<file path="src/rtl/s3f_column_cell.sv">
// ----------------------------------------------------------------------------
// s3f_column_cell: one column of the 3x3 window
// Holds top/middle/bottom pixels; loads its neighbor's column on shift.
// ----------------------------------------------------------------------------
module s3f_column_cell #(
  parameter int PB = 16
) (
  input  logic                clk,
  input  logic                rst,
  input  logic                shift,
  input  logic [2:0][PB-1:0]  col_in,
  output logic [2:0][PB-1:0]  col_out
);

  logic [2:0][PB-1:0] col;

  always_ff @(posedge clk) begin
    if (rst) begin
      col <= '0;
    end else if (shift) begin
      col <= col_in;
    end
  end

  assign col_out = col;

endmodule

</file>
<file path="config.mk">
export PLATFORM = sky130hd
export DESIGN_NAME = s3f_column_cell
export DESIGN_NICKNAME = d
export VERILOG_FILES = /design/src/rtl/s3f_column_cell.sv
export SDC_FILE = /design/constraint.sdc
export NUM_CORES = 1
export LEC_CHECK = 0
export BUFFER_PORTS_ARGS = -buffer_cell sky130_fd_sc_hd__buf_2
export CAP_MARGIN = 20
export CORE_MARGIN = 2
export CORE_UTILIZATION = 25
export CTS_CLUSTER_SIZE = 16
export DETAILED_ROUTE_END_ITERATION = 16
export HOLD_SLACK_MARGIN = 0.1
export PLACE_DENSITY_LB_ADDON = 0.3
export SYNTH_ARGS = -nofsm -noshare
export SYNTH_HDL_FRONTEND = slang
export SYNTH_SLANG_ARGS = --single-unit
</file>
<file path="constraint.sdc">
create_clock -name clk -period 1.26 [get_ports clk]
set_input_delay 0.126 -clock clk [delete_from_list [all_inputs] [get_ports clk]]
set_output_delay 0.126 -clock clk [all_outputs]
set_load 0.05 [all_outputs]
</file>
==> reports/metrics.cfg, run 1 <==
[cells_and_area]
post_route_cells_drive_above_1_share_pct=35.76
largest_reg_flops=48
mostFrequentLayoutCells=buf_2, mux2i_1, nor2_1, dfxtp_1, dlygate4sd3_1
fillers=644
layout-area-overhead-vs-synth_pct=64.11
layout_commonest_cell=buf_2
fin_nets=352
stdcell_area_mm2=0.002838
instances_no_fill=382
antenna_cells=0

[worst_setup_path]
required_ps=1130
crit_buf_inv=1
crit_type=flip-flop to output pin
crit_chain=buf_2
reg2reg_to=col_out[46]
rrSetupSlack_ps=640
crit_arrival_ps=900
cp-end-kind=output pin
crit_fanout=2
r2r_start=col_out[46]
critical_path.startpoint_type=flip-flop
rr_worst_depth=2
crit_slowest_cell=dfxtp_1
cp_top_family=flip-flops
crit_path_max_incr_delay_ps=350

[synth]
synth_area_mm2=0.001729
ys_seq_area_share_pct=55.57
synth_cell_types=8
synth_seq_cells=48
avgSynthCellArea_um2=11.16
synth_cells=155
syn-num-nets=206
synth_area_leaders=dfxtp_1, mux2i_1, nor2_1
yosys.area.top_type_share_pct=55.57
yosysWarnings=0
synth_top_area_cell=dfxtp_1

[grt]
grt_start_max_net_pins=28
grt_usage_pct=10.27
antenna_found_initial=0
grt-ovfl-total=0
first_global_vias=1472
grt_pass1_wl_mm=6.127

[placement]
place_area_mm2=0.002267
dp_cells=326
gp_congestion=0.6971
dp_hpwl_mm=2.449
pre_cts_ws_ps=368.5
io_buffers=98

[pwr]
p_clk_share_pct=27.3
vdd_drop_max_v=0.0005583
leakagePower_nw=1.480
internal_power_mw=2.370
seq_power_share_pct=48.7
p_sw_mw=1.013
combPwrFrac_pct=24.0
pwr_density_cell_mw_per_mm2=1192
p_sw_share_pct=29.95

[detailed_routing]
drt-total-wl_mm=4.006
drt-pass1-iter-count=3
dr_total_vias=1549
vias_per_cell=4.055
drc=0
ant_nets=0
first_iter_violations=19
wl_per_cell_um=10.49

[clock_tree]
clk_latency_ps=290
max-clock-path-buffers=2
cts_setup_buffers=0
cts_tree=done
ctsHoldBuffers=48
numCtsBuffers=5
cts-resized-gates=0
worst_setup_hold_path_clk_slew_ps=90
clkSinkCount=48
htreeDepth=2
root_buffer=clkbuf_8

[sta]
holdWs_ps=269.1
finalHoldViolCount=0
tightest_slew_ps=301.1
skew_ps=0
finalMaxSlewViolations=0
setup_viol_count_final=0
setup_tns_ps=0
fin_ws_ps=230.0
rsz0062_at_grt=no
fmaxAchievable_ghz=0.9709
fin_crit_ps=1030
min_period_over_period_pct=81.75
max_slew_margin_pct=79.93

[worst_hold_path]
holdCritStartpoint=rst
hold_path_class=primary input to flip-flop
worstHoldEndpoint=col_out[42]
whs_path_depth=3

[outcome]
status=completed

[floorplanning]
die_h_um=87.17
start_util_pct=25.59
io_pins=99
rows=30
core-area_mm2=0.006756
dieArea_mm2=0.007598
die_w_um=87.17

[run]
max_cap_viol_count=0

synth_stat cells:
| library cell | n |
|---|---|
| buf_6 | 1 |
| buf_2 | 2 |
| mux2i_1 | 48 |
| buf_12 | 3 |
| dfxtp_1 | 48 |
| clkbuf_1 | 3 |
| nor2_1 | 48 |
| buf_4 | 2 |
how the worst max path moves through the flow:
stage	startpoint	endpoint	depth (start not counted)
2_1_floorplan	col_out[0]	col_out[0]	2
3_3_place_gp	shift	col_out[34]	4
3_5_place_dp	shift	col_out[5]	4
4_1_cts	col_out[46]	col_out[46]	1
5_1_grt	col_out[46]	col_out[46]	1
6_report	col_out[46]	col_out[46]	1
routing by layer:
metal / wire, um / vias to the layer above / global-route usage (%)
met5: 0 / - / 0
met4: 61 / 0 / 5.315
met3: 322 / 8 / 3.507
met2: 1788 / 64 / 16.59
met1: 1835 / 681 / 12.04
li1: - / 796 / -
cell families after synthesis:
logic type,Yosys count,share of synthesized area [%]
buffers and inverters,11,6.223
AND/OR/NAND/NOR,48,10.42
flip-flops,48,55.57
multiplexers,48,27.79
stage by stage:
| step | total power [mW] | utilization (%) |
|---|---|---|
| finish | 3.384 | 42.00 |
| global route | 3.563 | 42.00 |
| CTS | 3.448 | 42.00 |
| detailed placement | 2.386 | 33.56 |
| global placement | 2.381 | 33.56 |
| floorplan | 2.204 | - |
power groups by stage:
stage | clock [mW] | sequential, mW | combinational [mW]
4_1_cts | 0.982 | 1.65 | 0.817
5_1_grt | 1.04 | 1.66 | 0.868
3_5_place_dp | 0 | 1.68 | 0.704
6_report | 0.922 | 1.65 | 0.814
2_1_floorplan | 0 | 2.00 | 0.204
3_3_place_gp | 0 | 1.68 | 0.699
cell type report:
class / instances / area [um2] / area share [%]
clock buffer: 8 / 90.09 / 3.175
timing repair buffer: 150 / 1026 / 36.16
multi-input combinational: 96 / 660.6 / 23.28
tap: 80 / 100.1 / 3.527
sequential: 48 / 960.9 / 33.86
No activity file was read; power rests on OpenSTA's default activity.
==> run 2, diff against run 1 <==
Clock period 1.26 ns to 0.9 ns, I/O delays scaled along.
==> run 2 against run 1 <==
  * Sequential share of layout area is 3.7 points lower
  * Clock power up 41%
  * Register-to-register slack got worse by 490 ps
  * Final area grew 19%
  * Clock skew is the same
  * Worst hold slack got worse by 79 ps
  * Final cell count increased by 0.79%
  * Power grew 50%
  * Sequential power grew 44%
  * Critical path depth did not move
  * Critical endpoint is now col_out[5]
  * Largest cell class unchanged
  * Highest routed layer unchanged
==> reports/metrics.cfg, run 2 (synthesized netlist as in run 1, its figures left out) <==
[placement]
place_area_mm2=0.002292  ; +1.1%
dp_hpwl_mm=2.439  ; -0.40%
gp_congestion=0.6832  ; -2.0%
io_buffers=98  ; unchanged
dp_cells=326  ; unchanged

[pwr]
combPwrFrac_pct=27.5  ; +3.5 points
p_clk_share_pct=25.6  ; -1.7 points
internal_power_mw=3.588  ; +51%
leakagePower_nw=1.615  ; +9.1%
seq_power_share_pct=47.0  ; -1.7 points
p_sw_share_pct=29.27  ; -0.69 points
vdd_drop_max_v=0.0006946  ; +24%
pwr_density_cell_mw_per_mm2=1500  ; +26%
p_sw_mw=1.485  ; +46%

[sta]
holdWs_ps=190.0  ; -79.10 ps
setup_tns_ps=0  ; unchanged
max_slew_margin_pct=87.30  ; +7.4 points
finalHoldViolCount=0  ; unchanged
tightest_slew_ps=185.2  ; -115.9 ps
fin_crit_ps=892.2
setup_viol_count_final=0  ; unchanged
skew_ps=0  ; unchanged
rsz0062_at_grt=yes
min_period_over_period_pct=99.13
fmaxAchievable_ghz=1.121
finalMaxSlewViolations=0  ; unchanged

[worst_setup_path]
r2r_start=col_out[28]
critical_path.startpoint_type=flip-flop
rrSetupSlack_ps=150  ; -490 ps
crit_buf_inv=1  ; unchanged
rr_worst_depth=3  ; +1
crit_chain=buf_8
cp_top_family=flip-flops
reg2reg_to=col_out[28]
cp-end-kind=output pin
crit_arrival_ps=800  ; -100 ps
required_ps=810  ; -320 ps
crit_path_max_incr_delay_ps=360  ; about the same
crit_slowest_cell=dfxtp_2
crit_fanout=2  ; unchanged
crit_type=flip-flop to output pin

[grt]
antenna_found_initial=0  ; unchanged
grt_usage_pct=11.30  ; +1.0 points
grt-ovfl-total=0  ; unchanged
grt_pass1_wl_mm=6.720  ; +9.7%
grt_start_max_net_pins=26  ; -7.1%
first_global_vias=1571  ; +6.7%

[detailed_routing]
first_iter_violations=21  ; +2
vias_per_cell=4.135  ; +2.0%
drc=0  ; unchanged
drt-pass1-iter-count=4  ; +1
dr_total_vias=1592  ; +2.8%
wl_per_cell_um=11.44  ; +9.1%
drt-total-wl_mm=4.405  ; +10%
ant_nets=0  ; unchanged

[clock_tree]
cts_tree=done
clk_latency_ps=290  ; about the same
clkSinkCount=48  ; unchanged
max-clock-path-buffers=2  ; unchanged
numCtsBuffers=5  ; unchanged
worst_setup_hold_path_clk_slew_ps=80  ; about the same
htreeDepth=2  ; unchanged
root_buffer=clkbuf_8

[floorplanning]
io_pins=99  ; unchanged
core-area_mm2=0.006756  ; unchanged
dieArea_mm2=0.007598  ; unchanged
rows=30  ; unchanged
start_util_pct=25.59  ; unchanged
die_h_um=87.17  ; unchanged
die_w_um=87.17  ; unchanged

[run]
max_cap_viol_count=0  ; unchanged

[outcome]
status=completed

[cells_and_area]
layout-area-overhead-vs-synth_pct=95.51
layout_commonest_cell=buf_2
antenna_cells=0  ; unchanged
fin_nets=355  ; +0.85%
instances_no_fill=385  ; +0.79%
post_route_cells_drive_above_1_share_pct=52.13  ; +16 points
stdcell_area_mm2=0.003381  ; +19%
mostFrequentLayoutCells=buf_2, mux2i_1, nor2_1, dfxtp_2, dlygate4sd3_1
largest_reg_flops=48  ; unchanged

[worst_hold_path]
hold_path_class=primary input to flip-flop
holdCritStartpoint=rst
worstHoldEndpoint=col_out[38]
whs_path_depth=3  ; unchanged

run 2: changes by cell type in the layout (fill, tap and decap cells not counted), sizes merged:
cell  before  now
buf      102  105
run 2: how the worst max path moves through the flow:
stage | startpoint | end | slack (ps) | cells after the start
2_1_floorplan | col_out[0] | col_out[0] | 20 | 2
3_3_place_gp | shift | col_out[4] | 70 | 4
3_5_place_dp | shift | col_out[10] | 50 | 4
4_1_cts | col_out[23] | col_out[23] | -3 | 1
5_1_grt | col_out[38] | col_out[38] | -30 | 1
6_report | col_out[5] | col_out[5] | 8 | 1
run 2: cell type report:
cell class,instances,area (um2)
Sequential cell,48,1021
Tap cell,80,100.1
Timing Repair Buffer,153,1509
Multi-Input combinational cell,96,660.6
Clock buffer,8,90.09
Fill cell,595,3376
run 2: metal layers:
metal	global-route usage [%]	wire length (um)
met5	0	0
met2	20.26	2199
met4	3.357	46
met3	4.076	295
met1	12.46	1864
run 2: timing repair:
item / 4_1_cts / 5_1_grt
hold buffers: 48 / 0
resized for setup: 145 / 35
cloned: 0 / 0
buffers inserted: 0 / 3
endpoints found under the setup margin: 48 / 47
hold endpoints to repair: 48 / 0
pin swaps: 0 / 0
run 2: through the flow:
step	util (%)	total power, mW	setup slack (ps)
global placement	33.93	3.347	69.48
finish	50.04	5.072	7.807
detailed placement	33.93	3.354	52.71
global route	50.04	5.345	-33.58
floorplan	-	3.085	18.01
CTS	47.76	5.055	-2.924
run 2: power groups by stage:
stage,registers (mW),logic [mW],clock network [mW]
after global placement,2.35,0.992,0
after floorplan,2.80,0.286,0
final,2.38,1.39,1.30
after CTS,2.36,1.31,1.38
after detailed placement,2.35,1.00,0
after global routing,2.40,1.47,1.48
==> run 3, diff against run 2 <==
Settings changed: SETUP_SLACK_MARGIN set to 0.02.
==> run 3 against run 2 <==
  * Worst hold slack worse by 6.1 ps
  * Critical endpoint is now col_out[19]
  * Core utilization is 0.37 points higher
  * Final area is 0.74% higher
  * Maximum frequency increased by 0.17%
  * Critical path type unchanged
  * Largest cell class unchanged
==> reports/metrics.cfg, run 3 (synthesized netlist as in run 1, its figures left out) <==
[sta]
skew_ps=0  ; unchanged
tightest_slew_ps=225.7  ; +40.54 ps
rsz0062_at_grt=yes
holdWs_ps=184.0  ; -6.073 ps
min_period_over_period_pct=98.96  ; -0.17 points
max_slew_margin_pct=84.95  ; -2.3 points
fmaxAchievable_ghz=1.123  ; +0.17%
setup_viol_count_final=0  ; unchanged
finalMaxSlewViolations=0  ; unchanged
fin_crit_ps=890.7  ; -1.531 ps
finalHoldViolCount=0  ; unchanged

[worst_setup_path]
r2r_start=col_out[1]
reg2reg_to=col_out[1]
crit_arrival_ps=800  ; about the same
rrSetupSlack_ps=120  ; -30 ps
crit_slowest_cell=dfxtp_2
critical_path.startpoint_type=flip-flop
crit_path_max_incr_delay_ps=360  ; about the same
crit_cells=1  ; unchanged
cp-end-kind=output pin
crit_chain=buf_8
required_ps=810  ; about the same
rr_worst_depth=3  ; unchanged
cp_top_family=flip-flops
crit_type=flip-flop to output pin
crit_fanout=2  ; unchanged
crit_buf_inv=1  ; unchanged

[floorplanning]
core-area_mm2=0.006756  ; unchanged
start_util_pct=25.59  ; unchanged
io_pins=99  ; unchanged
die_h_um=87.17  ; unchanged
dieArea_mm2=0.007598  ; unchanged
rows=30  ; unchanged
die_w_um=87.17  ; unchanged

[detailed_routing]
dr_total_vias=1622  ; +1.9%
wl_per_cell_um=12.05  ; +5.3%
drc=0  ; unchanged
vias_per_cell=4.213  ; +1.9%
ant_nets=0  ; unchanged
drt-pass1-iter-count=4  ; unchanged
drt-total-wl_mm=4.639  ; +5.3%
first_iter_violations=40  ; +90%

[cells_and_area]
largest_reg_flops=48  ; unchanged
antenna_cells=0  ; unchanged
layout-area-overhead-vs-synth_pct=96.96
instances_no_fill=385  ; unchanged
post-route-util_pct=50.41  ; +0.37 points
fin_nets=355  ; unchanged
post_route_cells_drive_above_1_share_pct=52.13  ; unchanged
mostFrequentLayoutCells=buf_2, mux2i_1, nor2_1, dfxtp_2, dlygate4sd3_1
layout_commonest_cell=buf_2

[clock_tree]
clk_latency_ps=290  ; about the same
max-clock-path-buffers=2  ; unchanged
htreeDepth=2  ; unchanged
root_buffer=clkbuf_8
clkSinkCount=48  ; unchanged
numCtsBuffers=5  ; unchanged
cts_tree=done
worst_setup_hold_path_clk_slew_ps=80  ; about the same

[grt]
grt_usage_pct=12.28  ; +0.98 points
grt-ovfl-total=0  ; unchanged
first_global_vias=1621  ; +3.2%
grt_pass1_wl_mm=7.265  ; +8.1%
antenna_found_initial=0  ; unchanged
grt_start_max_net_pins=28  ; +7.7%

[run]
max_cap_viol_count=0  ; unchanged

[outcome]
status=completed

[pwr]
leakagePower_nw=1.622  ; +0.43%
vdd_drop_max_v=0.0006327  ; -8.9%
report.power.total_mw=5.101  ; +0.57%
pwr_density_cell_mw_per_mm2=1498  ; -0.16%

[placement]
dp_cells=326  ; unchanged
dp_hpwl_mm=2.464  ; +1.0%
gp_congestion=0.6733  ; -1.4%
io_buffers=98  ; unchanged

[worst_hold_path]
worstHoldEndpoint=col_out[20]
holdCritStartpoint=rst
whs_path_depth=3  ; unchanged
hold_path_class=primary input to flip-flop

-- run 3: cell counts in the layout (fill, tap and decap cells not counted) --
Identical to the previous run, type by type.
-- run 3: power breakdown --
group | internal, mW | switching [mW] | total (mW)
registers | 2.28 | 0.109 | 2.39
clock network | 0.628 | 0.673 | 1.30
logic | 0.697 | 0.717 | 1.41
-- run 3: worst max-delay path by stage --
stage | start | to | slack [ps]
finish | col_out[19] | col_out[19] | 9
global route | col_out[45] | col_out[45] | -30
CTS | col_out[18] | col_out[18] | -5
detailed placement | shift | col_out[1] | 40
global placement | shift | col_out[3] | 60
floorplan | shift | col_out[0] | 130
-- run 3: cell type report --
| class | instances | area (um2) |
|---|---|---|
| Clock buffer | 8 | 90.09 |
| Fill cell | 583 | 3351 |
| Multi-Input combinational cell | 96 | 660.6 |
| Sequential cell | 48 | 1021 |
| Tap cell | 80 | 100.1 |
| Timing Repair Buffer | 153 | 1534 |
-- run 3: what timing repair did --
action | CTS | global route
buffers inserted | 0 | 3
hold endpoints to repair | 48 | 0
setup endpoints to repair | 48 | 48
gates resized for setup | 142 | 0
hold buffers | 48 | 0
-- run 3: through the flow --
stage,worst slack [ps],setup TNS [ps],instance area (um2)
6_report,9.337,0,3406
5_1_grt,-34.08,-893.8,3406
4_1_cts,-4.663,-11.26,3383
3_5_place_dp,36.58,0,2340
3_3_place_gp,60.60,0,2340
2_1_floorplan,131.9,0,1789
-- run 3: per-layer routing --
| layer | global-route usage (%) | up-vias | wire length, um | share of wire [%] |
|---|---|---|---|---|
| li1 | - | 804 | - | - |
| met1 | 13.54 | 749 | 1853 | 40 |
| met2 | 21.65 | 63 | 2432 | 52 |
| met3 | 4.645 | 6 | 306 | 6.6 |
| met4 | 4.056 | 0 | 46 | 0.99 |
| met5 | 0 | - | 0 | 0 |
